$ cat config.mk
export PLATFORM = sky130hd
export DESIGN_NAME = tct_front
export DESIGN_NICKNAME = d
export VERILOG_FILES = /design/src/tct_pkg.sv /design/src/tct_front.sv
export SDC_FILE = /design/constraint.sdc
export NUM_CORES = 1
export LEC_CHECK = 0
export ABC_AREA = 1
export BUFFER_PORTS_ARGS = -buffer_cell sky130_fd_sc_hd__buf_2
export CORE_MARGIN = 5
export CORE_UTILIZATION = 55
export DETAILED_ROUTE_END_ITERATION = 10
export PLACE_DENSITY_LB_ADDON = 0.08
export RECOVER_POWER = 100
export SLEW_MARGIN = 20
export SYNTH_ARGS = -nofsm -noshare
export SYNTH_HDL_FRONTEND = slang
export SYNTH_SLANG_ARGS = --single-unit
$ cat constraint.sdc
create_clock -name i_clk -period 24.5 [get_ports i_clk]
set_input_delay 1.225 -clock i_clk [delete_from_list [all_inputs] [get_ports i_clk]]
set_output_delay 1.225 -clock i_clk [all_outputs]
set_load 0.005 [all_outputs]
$ cat src/tct_pkg.sv
package tct_pkg;

    // Table geometry
    localparam int NUM_FLOWS = 64;
    localparam int IDX_W     = $clog2(NUM_FLOWS);
    localparam int MAX_REC   = 64;
    localparam int CNT_W     = $clog2(MAX_REC + 1);
    localparam int QDEPTH    = 2;
    localparam int WORD_BYTES = 4;

    localparam logic [15:0] TIMEOUT_RESET = 16'd60;
    localparam logic [31:0] PKT_MAX  = 32'hFFFF_FFFF;
    localparam logic [47:0] BYTE_MAX = 48'hFFFF_FFFF_FFFF;

    typedef enum logic [1:0] {
        PH_PENDING     = 2'd0,
        PH_EST         = 2'd1,
        PH_CLIENT_HALF = 2'd2,
        PH_SERVER_HALF = 2'd3
    } t_phase;

    typedef enum logic [2:0] {
        KIND_NONE     = 3'd0,
        KIND_CLOSED   = 3'd1,
        KIND_RESET    = 3'd2,
        KIND_TIMEOUT  = 3'd3,
        KIND_REPLACED = 3'd4,
        KIND_FULL     = 3'd5
    } t_kind;

    typedef enum logic [2:0] {
        CMD_NONE   = 3'd0,
        CMD_SWEEP  = 3'd1,
        CMD_RST    = 3'd2,
        CMD_SYN    = 3'd3,
        CMD_SYNACK = 3'd4,
        CMD_FIN    = 3'd5,
        CMD_DATA   = 3'd6
    } t_cmd_kind;

    typedef enum logic [2:0] {
        ST_IDLE,
        ST_MATCH,
        ST_READ,
        ST_EXEC,
        ST_SW_RD,
        ST_SW_CHK,
        ST_SW_END
    } t_state;

    // Classified item handed from the front to the back
    typedef struct packed {
        t_cmd_kind   kind;
        logic [31:0] now;
        logic [31:0] sa;
        logic [31:0] da;
        logic [15:0] sp;
        logic [15:0] dp;
        logic [15:0] bytes;
    } t_cmd;

    typedef struct packed {
        logic [31:0] cip;
        logic [15:0] cport;
        logic [31:0] sip;
        logic [15:0] sport;
    } t_key;

    // One table entry as kept in the data memory
    typedef struct packed {
        t_phase      phase;
        logic [47:0] sb;
        logic [47:0] qb;
        logic [31:0] sp;
        logic [31:0] qp;
        logic [31:0] t1;
        logic [31:0] t0;
        logic [15:0] sport;
        logic [15:0] cport;
        logic [31:0] sip;
        logic [31:0] cip;
    } t_entry;

    localparam int ENTRY_W = $bits(t_entry);

    typedef struct packed {
        logic        last;
        t_kind       kind;
        logic [47:0] sb;
        logic [47:0] qb;
        logic [31:0] sp;
        logic [31:0] qp;
        logic [31:0] t1;
        logic [31:0] t0;
        logic [15:0] sport;
        logic [15:0] cport;
        logic [31:0] sip;
        logic [31:0] cip;
    } t_rec;

endpackage

$ cat src/tct_front.sv
module tct_front (
    input  logic              i_clk,
    input  logic              i_rst_n,
    input  logic              i_s_tvalid,
    output logic              o_s_tready,
    input  logic [175:0]      i_s_tdata,
    input  logic              i_s_tuser,
    output logic              o_q_valid,
    output tct_pkg::t_cmd     o_q_cmd,
    input  logic              i_q_pop
);

    tct_pkg::t_cmd     r_q [tct_pkg::QDEPTH];
    logic              r_wp;
    logic              r_rp;
    logic [1:0]        r_cnt;
    tct_pkg::t_cmd     cmd;
    logic [7:0]        flags;
    logic [3:0]        hw;
    logic [15:0]       seg;
    logic              fin, syn, rst, ack, ece, cwr;
    logic              push;

    assign flags = i_s_tdata[135:128];
    assign hw    = i_s_tdata[139:136];
    assign seg   = i_s_tdata[155:140];
    assign fin   = flags[0];
    assign syn   = flags[1];
    assign rst   = flags[2];
    assign ack   = flags[4];
    assign ece   = flags[6];
    assign cwr   = flags[7];

    // Classify the beat by opcode and flag byte, first matching rule wins.
    always_comb begin
        cmd.now   = i_s_tdata[31:0];
        cmd.sa    = i_s_tdata[63:32];
        cmd.da    = i_s_tdata[95:64];
        cmd.sp    = i_s_tdata[111:96];
        cmd.dp    = i_s_tdata[127:112];
        cmd.bytes = i_s_tdata[171:156];
        priority if (i_s_tuser) begin
            cmd.kind = tct_pkg::CMD_SWEEP;
        end else if (rst && ack) begin
            cmd.kind = tct_pkg::CMD_RST;
        end else if (syn && !ack && !ece && !cwr) begin
            cmd.kind = tct_pkg::CMD_SYN;
        end else if (syn && ack) begin
            cmd.kind = tct_pkg::CMD_SYNACK;
        end else if (fin && ack) begin
            cmd.kind = tct_pkg::CMD_FIN;
        end else if (seg > {10'd0, hw, 2'b00}) begin
            cmd.kind = tct_pkg::CMD_DATA;
        end else begin
            cmd.kind = tct_pkg::CMD_NONE;
        end
    end

    assign o_s_tready = (r_cnt != 2'(tct_pkg::QDEPTH));
    assign push       = i_s_tvalid && o_s_tready && (cmd.kind != tct_pkg::CMD_NONE);
    assign o_q_valid  = (r_cnt != 2'd0);
    assign o_q_cmd    = r_q[r_rp];

    // Short queue of classified items; items with no effect are dropped here.
    always_ff @(posedge i_clk) begin
        if (!i_rst_n) begin
            r_wp  <= 1'b0;
            r_rp  <= 1'b0;
            r_cnt <= 2'd0;
        end else begin
            if (push) begin
                r_q[r_wp] <= cmd;
                r_wp      <= ~r_wp;
            end
            if (i_q_pop) begin
                r_rp <= ~r_rp;
            end
            r_cnt <= r_cnt + 2'(push) - 2'(i_q_pop);
        end
    end

endmodule

### Word-level counts from Yosys, hierarchy flattened

Memories as Yosys holds them, arrays and structs flattened. A register that Yosys moved wholly into a read port is not among the register bits.
Index checks and enable logic that the tools add are counted.

| storage, ports and cells | value |
|---|---|
| register bits after elaboration | 4 |
| bits in latches | 0 |
| memory bits (writable) | 294 |
| bits in read-only memories | 0 |
| output and inout port bits | 149 |
| word-level logic and storage cells | 34 |
| memories kept | 1 |

| cells by class | value |
|---|---|
| $add $sub $neg | 2 |
| $mul | 0 |
| divide/modulo/power cells | 0 |
| magnitude comparators | 1 |
| equality and inequality tests | 1 |
| shifts and indexed selects | 0 |
| mux-type cells | 11 |
| bitwise logic cells | 2 |
| reduce and logical (&&, ||, !) cells | 13 |

Memory list:

| name | words | width | read ports | clocked after memory_dff | wr ports | RTL line | RTL |
|---|---|---|---|---|---|---|---|
| r_q | 2 | 147 | 1 | 1 | 1 | tct_front.sv:13 | `tct_pkg::t_cmd r_q [tct_pkg::QDEPTH];` |

Operators with widths:

| kind | number |
|---|---|
| $mux 3 | 6 |
| $gt 16x6->1 | 1 |
| $logic_and 1x1->1 | 8 |
| $mux 1 | 5 |
| $logic_not 1->1 | 3 |
| $reduce_bool 3->1 | 1 |
| $add 2x1->2 | 1 |
| $ne 2x2->1 const B | 1 |
| $not 1->1 | 2 |
| $reduce_bool 2->1 | 1 |
| $sub 2x1->2 | 1 |

### Logic depth before layout (Yosys ltp)

Gate-level depths: netlist of run 1.

| depth | value |
|---|---|
| depth after elaboration | 12 |
| mapped depth | 16 |
| mapped depth without buffers | 16 |

### Least setup slack after synthesis of run 1

OpenSTA, ideal clock, no wires.

| path | value |
|---|---|
| kind | in2reg |
| from | input port i_s_tdata[139] |
| to | memory r_q[1][0] in the netlist's numbering, enable pin |
| setup time | 0.655 ns |
| arrival | 8.107 ns |
| data required time | 23.845 ns |
| slack | 15.738 ns |
| stages on the path | 10 |
| path buffers | 0 |
| cells stage by stage | inv_1 ha_1 nand2_1 nor2_1 nand2_1 nand3_2 nand2_2 nand3_2 nand2_2 nor2_1 |

| on the way | value |
|---|---|
| cells in the longest elaborated chain, start to end | 12 |

RTL lines:

| element | RTL line | RTL |
|---|---|---|
| start: declaration | tct_front.sv:6 | `input logic [175:0] i_s_tdata,` |
| $gt 16x6->1 | tct_front.sv:52 | `end else if (seg > {10'd0, hw, 2'b00}) begin` |
| $mux 3 | tct_front.sv:52 |  |
| $mux 3 | tct_front.sv:50 | `end else if (fin && ack) begin` |
| $mux 3 | tct_front.sv:48 | `end else if (syn && ack) begin` |
| $mux 3 | tct_front.sv:46 | `end else if (syn && !ack && !ece && !cwr) begin` |
| $mux 3 | tct_front.sv:44 | `end else if (rst && ack) begin` |
| $mux 3 | tct_front.sv:42 | `priority if (i_s_tuser) begin` |
| $reduce_bool 3->1 | tct_front.sv:60 | `assign push = i_s_tvalid && o_s_tready && (cmd.kind != tct_pkg::CMD_NONE);` |
| $logic_and 1x1->1 | tct_front.sv:60 |  |
| $mux 1 | tct_front.sv:71 | `if (push) begin` |
| $mux 1 | tct_front.sv:66 | `if (!i_rst_n) begin` |
| $mux 1 (implied by the code) | tct_front.sv:72 | `r_q[r_wp] <= cmd;` |
| end: declaration | tct_front.sv:13 |  |

Every way passes these cells.

==> impl_results.md, run 1 <==
* Post-route cell area at about 14000 um2
* CP max FO at between 70 and 80
* Hold Path Class: reg2reg
* Kind of end point of the critical path: output port
* Period Utilization, post-route at 0.336
* Wire length per cell at 18.9 um
* Commonest non-fill, non-tap cell in the layout: edfxtp_1
* Synth Instances at 548
* Flops & latches, synth at roughly 300
* Synth area leaders: edfxtp_1 79%, mux2_2 15%, buf_6 1.3%
* CP Buf/Inv Count at 2
* CTS tree: done
* First-pass GRT wire length at between 30000 and 40000 um
* NumNets Final at 1078
* P_leak at just under 5 nW
* Status: finished, violations left
* Die area at about 23000 um2
* Seq. cell area at between 8000 and 9000 um2
* Std cell rows at 52
* I/O Buffers at roughly 320
* VDD IR max at approximately 52 uV
* Hold slack at 520 ps
* Worst-path cell chain: clkbuf_1, mux2_2, clkbuf_1
* Most frequent cells in the layout: 294 x edfxtp_1, 173 x clkbuf_1, 165 x buf_2
* Clk buf depth at 3
* R2R Setup Slk at between 15000 and 20000 ps
* Dpl cells at ~1100
* Crit Path Class: reg2out
* Register area share after synthesis at 0.799
* Worst path max stage delay at around 3100 ps
* CTS resizes at 0
* Starting Density at 0.556
* Final setup violation count at 0
* Clock-pin slew on the worst setup and hold paths at ~60 ps
* Fmax achieved at roughly 120 MHz
* Hold Buf Count CTS at 0
* Post-DP HPWL at approximately 15000 um
* Via count at ~6000
* DIE WIDTH at 153 um
* DRT Pass-1 Iters at 4
* Failing checks: capacitance limit, slew limit
* Area grow syn2layout at 22.2%
* Gr ovfl total at 0
* Post-CTS Setup Bufs at 0
* Post-layout min period at between 8000 and 9000 ps
* Largest net degree at the start of global routing at 82
* Cts bufs inserted at 30
* Synth unique cells at 19
* Slew headroom at -2.04
* CP required at around 23000 ps
* Cell area power density at 82.3 nW/um2
* Startpoint Class: flop
* Synth Net Count at between 700 and 800
* Crit path DAT at approximately 7000 ps
* Placed cell areas at roughly 13000 um2
* Syn Std Cell Area at approximately 11000 um2
* Die height at 153 um
* Yosys top cell area share at 0.790
* Avg Vias per Cell at about 5.1
* Vias in the first global route at 6513
* Fillers at between 1000 and 1500
* Setup tns final at 0 ps
* Fin. max-slew vios at 449
* Drt initial violations at around 250
* RSZ-0062 raised after global routing: no
* Core area at 20100 um2
* Worst-Skew Late Latency at roughly 530 ps
* Total power at approximately 1.1 mW
* Yosys warns at 0
* CP dominant cell by count: clkbuf_1
* DRC at 0
* Final ANT Viol Nets at 0
* Area leader, netlist: edfxtp_1
* GRT Overall Usage at 0.186
* Root buf cell: clkbuf_16
* Clock sink count at about 300
* Skew final at approximately 9.3 ps
* CP delay by family, top: buffers and inverters
* Number of max-cap violations at 6
* CP max stage cell: clkbuf_1
* Least-Margin Pin Slew at between 4000 and 5000 ps
* Post-Route WL at ~22000 um
* Synth Area per Inst at around 20 um2
* RePlAce Congestion at ~0.78
* Share of cells above drive strength 1 at 0.380
* Final Hold Fails at 0
* Multi-input gate area at approximately 2000 um2
* Initial antenna violation count at 5
* H-tree levels at 1
* Non-Filler Instances at approximately 1200
* I/O Pins at 330
-- logic make-up (layout without fill, tap and decap cells) --
group           after synthesis  count (layout)  share of synthesized area
flops                       299             299                      0.799
mux                         147             147                      0.148
simple gates                 52              52                     0.0202
buf+inv                      38             402                     0.0223
fa+ha+maj                     6               6                    0.00672
compound gates                4               4                    0.00202
xor+xnor                      2               2                    0.00157
other cells                   0               5                          0
-- registers in the layout (all words and copies together), names as in the netlist, named ones only --
register / flops
r_wp: 1
r_rp: 1
r_cnt: 2
r_q: 294
-- Yosys cell counts --
| library cell | n |
|---|---|
| ha_1 | 6 |
| nand2_2 | 2 |
| nand3_1 | 6 |
| nor2_2 | 1 |
| xnor2_1 | 2 |
| mux2_2 | 147 |
| dfxtp_1 | 5 |
| nand4_1 | 1 |
| buf_4 | 2 |
| o21ai_0 | 1 |
| buf_6 | 13 |
| a21boi_0 | 1 |
| nor2_1 | 17 |
| a21oi_1 | 2 |
| edfxtp_1 | 294 |
| buf_2 | 1 |
| inv_1 | 22 |
| nand2_1 | 23 |
| nand3_2 | 2 |
-- cell type report --
type                       instances  share of cell area
sequential                       299               0.654
multi-input combinational        211               0.146
timing repair buffer             327               0.105
clock buffer                      43              0.0601
tap                              270              0.0247
inverter                          22             0.00614
clock inverter                    10             0.00339
antenna                            5            0.000917
-- tightest hold or removal path: stages (launching register included) --
cell and delay, ps:
dfxtp_1 320, xnor2_1 90, nor2_1 80
-- through the flow --
step,util,worst slack (ps)
after floorplan,-,15740
after global placement,0.647,20340
after detailed placement,0.647,20270
after CTS,0.690,20140
after global routing,0.679,15640
final,0.679,16260
-- power by group --
group	leakage [nW]	total [mW]	internal, mW	switching (mW)
clock	0.420	0.400	0.230	0.170
combinational	1.66	0.111	0.0541	0.0573
sequential	2.73	0.612	0.601	0.0108
-- routing by layer --
layer  GRT usage  routed length (um)
met3      0.0616                2060
met1       0.210                8130
met2       0.337               11800
met5           0                  22
met4      0.0518                 429
-- path summary, 6_finish.rpt --
check | depth (start not counted) | end | startpoint
max | 3 | o_q_cmd[98] | flop
max reg2reg | 5 | r_q[0][99] | r_cnt[0]
min | 2 | flop | r_rp
min reg2reg | 2 | flop | r_rp
No activity file was read; power rests on OpenSTA's default activity.
==> inputs of run 2 (changes only) <==
- CORE_UTILIZATION: 55 -> 51
- clock period: 24.5 -> 7.95 ns (I/O delays scaled with it)
==> run 2 against run 1 <==
  * The flow still finishes with violations (capacitance limit, slew limit)
  * Clock power rose to 3.3 times the previous value
  * Cell count rose by 0.84%
  * Clock-buffer cell count fell by 11
  * Die area rose by 7.3%
  * Global-route usage fell by 1.5 points
  * Sequential cell count did not move
  * Cell area rose by 0.79%
  * Sequential share of layout area fell by 0.51 points
==> impl_results.md, run 2 (synthesis gave the netlist of run 1 again) <==
* R2R Setup Slk at 3120 ps (was 17990 ps)
* Share of cells above drive strength 1 at 0.390 (was 0.380)
* I/O Pins at 330 (unchanged)
* Critical Path End: r_q[0][1] (was o_q_cmd[98])
* First-pass GRT wire length at 33000 um (was 34200 um)
* Avg Vias per Cell at 5.01 (was 5.06)
* Launch point of the worst path: i_s_tdata[139]
* Clock sink count at 299 (unchanged)
* Placed cell areas at 13000 um2 (about the same)
* Crit Path Class: in2reg (was reg2out)
* Die area at 25000 um2 (was 23300 um2)
* H-tree levels at 1 (unchanged)
* Reg2reg end: r_q[0][1] (was r_q[0][99])
* NumNets Final at 1078 (unchanged)
* Core area at 21700 um2 (was 20100 um2)
* Least-Margin Pin Slew at 3150 ps (was 4560 ps)
* Hold slack at 54.8 ps (was 520 ps)
* Largest net degree at the start of global routing at 84 (was 82)
* Dpl cells at 1139 (was 1129)
* Failing checks: capacitance limit, slew limit (unchanged)
* CTS tree: done (unchanged)
* P_leak at 4.88 nW (was 4.82 nW)
* Dpl ws at 4500 ps (was 20270 ps)
* Worst-Skew Late Latency at 520 ps (was 530 ps)
* Most frequent cells in the layout: 294 x edfxtp_1, 165 x buf_2, 159 x clkbuf_1 (was 294 x edfxtp_1, 173 x clkbuf_1, 165 x buf_2)
* Area grow syn2layout at 23.1% (was 22.2%)
* Commonest non-fill, non-tap cell in the layout: edfxtp_1 (unchanged)
* Non-Filler Instances at 1197 (was 1187)
* Post-layout min period at 5140 ps
* Post-DP HPWL at 15400 um (was 15300 um)
* Final ANT Viol Nets at 0 (unchanged)
* CTS resizes at 0 (unchanged)
* Period Utilization, post-route at 0.647
* Post-Route WL at 22400 um (about the same)
* Largest register FFs at 294 (unchanged)
* Status: finished, violations left (unchanged)
* Worst reg-to-reg path cell count at 5 (unchanged)
* DRT Pass-1 Iters at 4 (unchanged)
* Cell area power density at 256 nW/um2 (was 82.3 nW/um2)
* Drt initial violations at 328 (was 253)
* Post-CTS Setup Bufs at 0 (unchanged)
* RSZ-0062 raised after global routing: no (unchanged)
* Hold Buf Count CTS at 0 (unchanged)
* Final setup violation count at 0 (unchanged)
* Std cell rows at 54 (was 52)
* Wire length per cell at 18.7 um (was 18.9 um)
* Fillers at 1648 (was 1470)
* Cts bufs inserted at 29 (was 30)
* Number of max-cap violations at 3 (was 6)
* RR Startpoint: r_cnt[0] (unchanged)
* VDD IR max at 261 uV (was 52.2 uV)
* Final Hold Fails at 0 (unchanged)
* Biggest regs: r_q x294, r_cnt x2 (unchanged)
* CP required at 8090 ps (was 23270 ps)
* DRC at 0 (unchanged)
* Setup ws final at 2810 ps (was 16260 ps)
* Die height at 158 um (was 153 um)
* Root buf cell: clkbuf_16 (unchanged)
* Hold Path Class: in2reg (was reg2reg)
* I/O Buffers at 323 (unchanged)
* Fmax achieved at between 150 and 200 MHz
* Kind of end point of the critical path: flop (was output port)
* Largest Register: r_q (unchanged)
* CP max FO at 78 (was 77)
* Setup tns final at 0 ps (unchanged)
* RePlAce Congestion at 0.849 (was 0.779)
* Clk buf depth at 3 (unchanged)
* Post-route cell area at 13800 um2 (was 13700 um2)
* Clock-pin slew on the worst setup and hold paths at 60 ps (about the same)
* GRT Overall Usage at 0.171 (was 0.186)
* Skew final at 3.50 ps (was 9.26 ps)
* Gr ovfl total at 0 (unchanged)
* Fin. max-slew vios at 160 (was 449)
* Seq. cell area at 8930 um2 (unchanged)
* Startpoint Class: primary input (was flop)
* Slew headroom at -1.11 (was -2.04)
* Starting Density at 0.515 (was 0.556)
* Multi-input gate area at 1980 um2 (was 1990 um2)
* Initial antenna violation count at 7 (was 5)
* Crit path DAT at 5280 ps (was 7010 ps)
* Via count at 6002 (was 6010)
* DIE WIDTH at 158 um (was 153 um)
* Vias in the first global route at 6409 (was 6513)
run 2: changes by cell type in the layout (fill, tap and decap cells not counted), moves of 2 or more:
cell	before	now
clkbuf_16	31	29
mux2_1	4	7
bufinv_16	0	3
mux2_2	143	140
clkbuf_1	173	159
clkinv_2	4	6
clkinv_4	0	2
clkinv_1	5	7
buf_4	0	4
run 2: layout make-up:
class / instances / share of cell area
Multi-Input combinational cell: 211 / 0.144
Sequential cell: 299 / 0.649
Antenna cell: 4 / 0.000727
Clock buffer: 32 / 0.0536
Clock inverter: 21 / 0.0138
Tap cell: 280 / 0.0255
Inverter: 22 / 0.00609
Timing Repair Buffer: 328 / 0.107
run 2: layer usage:
layer	GRT usage	share of wire	vias up
li1	-	-	2804
met1	0.197	0.36	2931
met2	0.306	0.52	219
met3	0.0528	0.093	40
met4	0.0504	0.023	8
met5	0	0.0019	-
run 2: how the worst min path moves through the flow:
stage,start,endpoint,slack [ps],cells after the start
floorplan,r_cnt[1],r_cnt[1],470,2
global placement,r_cnt[1],r_cnt[1],480,2
detailed placement,r_rp,flop,490,2
CTS,i_s_tdata[112],r_q[0][16],30,1
global route,i_s_tdata[58],r_q[0][106],30,1
finish,i_s_tdata[124],r_q[1][28],50,1
run 2: report_power, final:
group,switching [mW],internal [mW]
Combinational,0.179,0.161
Sequential,0.0307,1.84
Clock,0.547,0.766
run 2: critical path, stage by stage:
cell and delay [ps]:
buf_2 70, inv_1 30, ha_1 310, nand2_1 80
nand2_1 50, nor2_1 90, nand3_1 120, nand2_2 80
nand3_1 110, nand3_1 140, clkinvlp_2 2360, buf_4 1320
run 2: metrics by stage:
| stage | utilization | power (mW) |
|---|---|---|
| after floorplan | - | 2.10 |
| after global placement | 0.600 | 2.25 |
| after detailed placement | 0.600 | 2.26 |
| after CTS | 0.643 | 3.58 |
| after global routing | 0.634 | 3.68 |
| final | 0.634 | 3.53 |
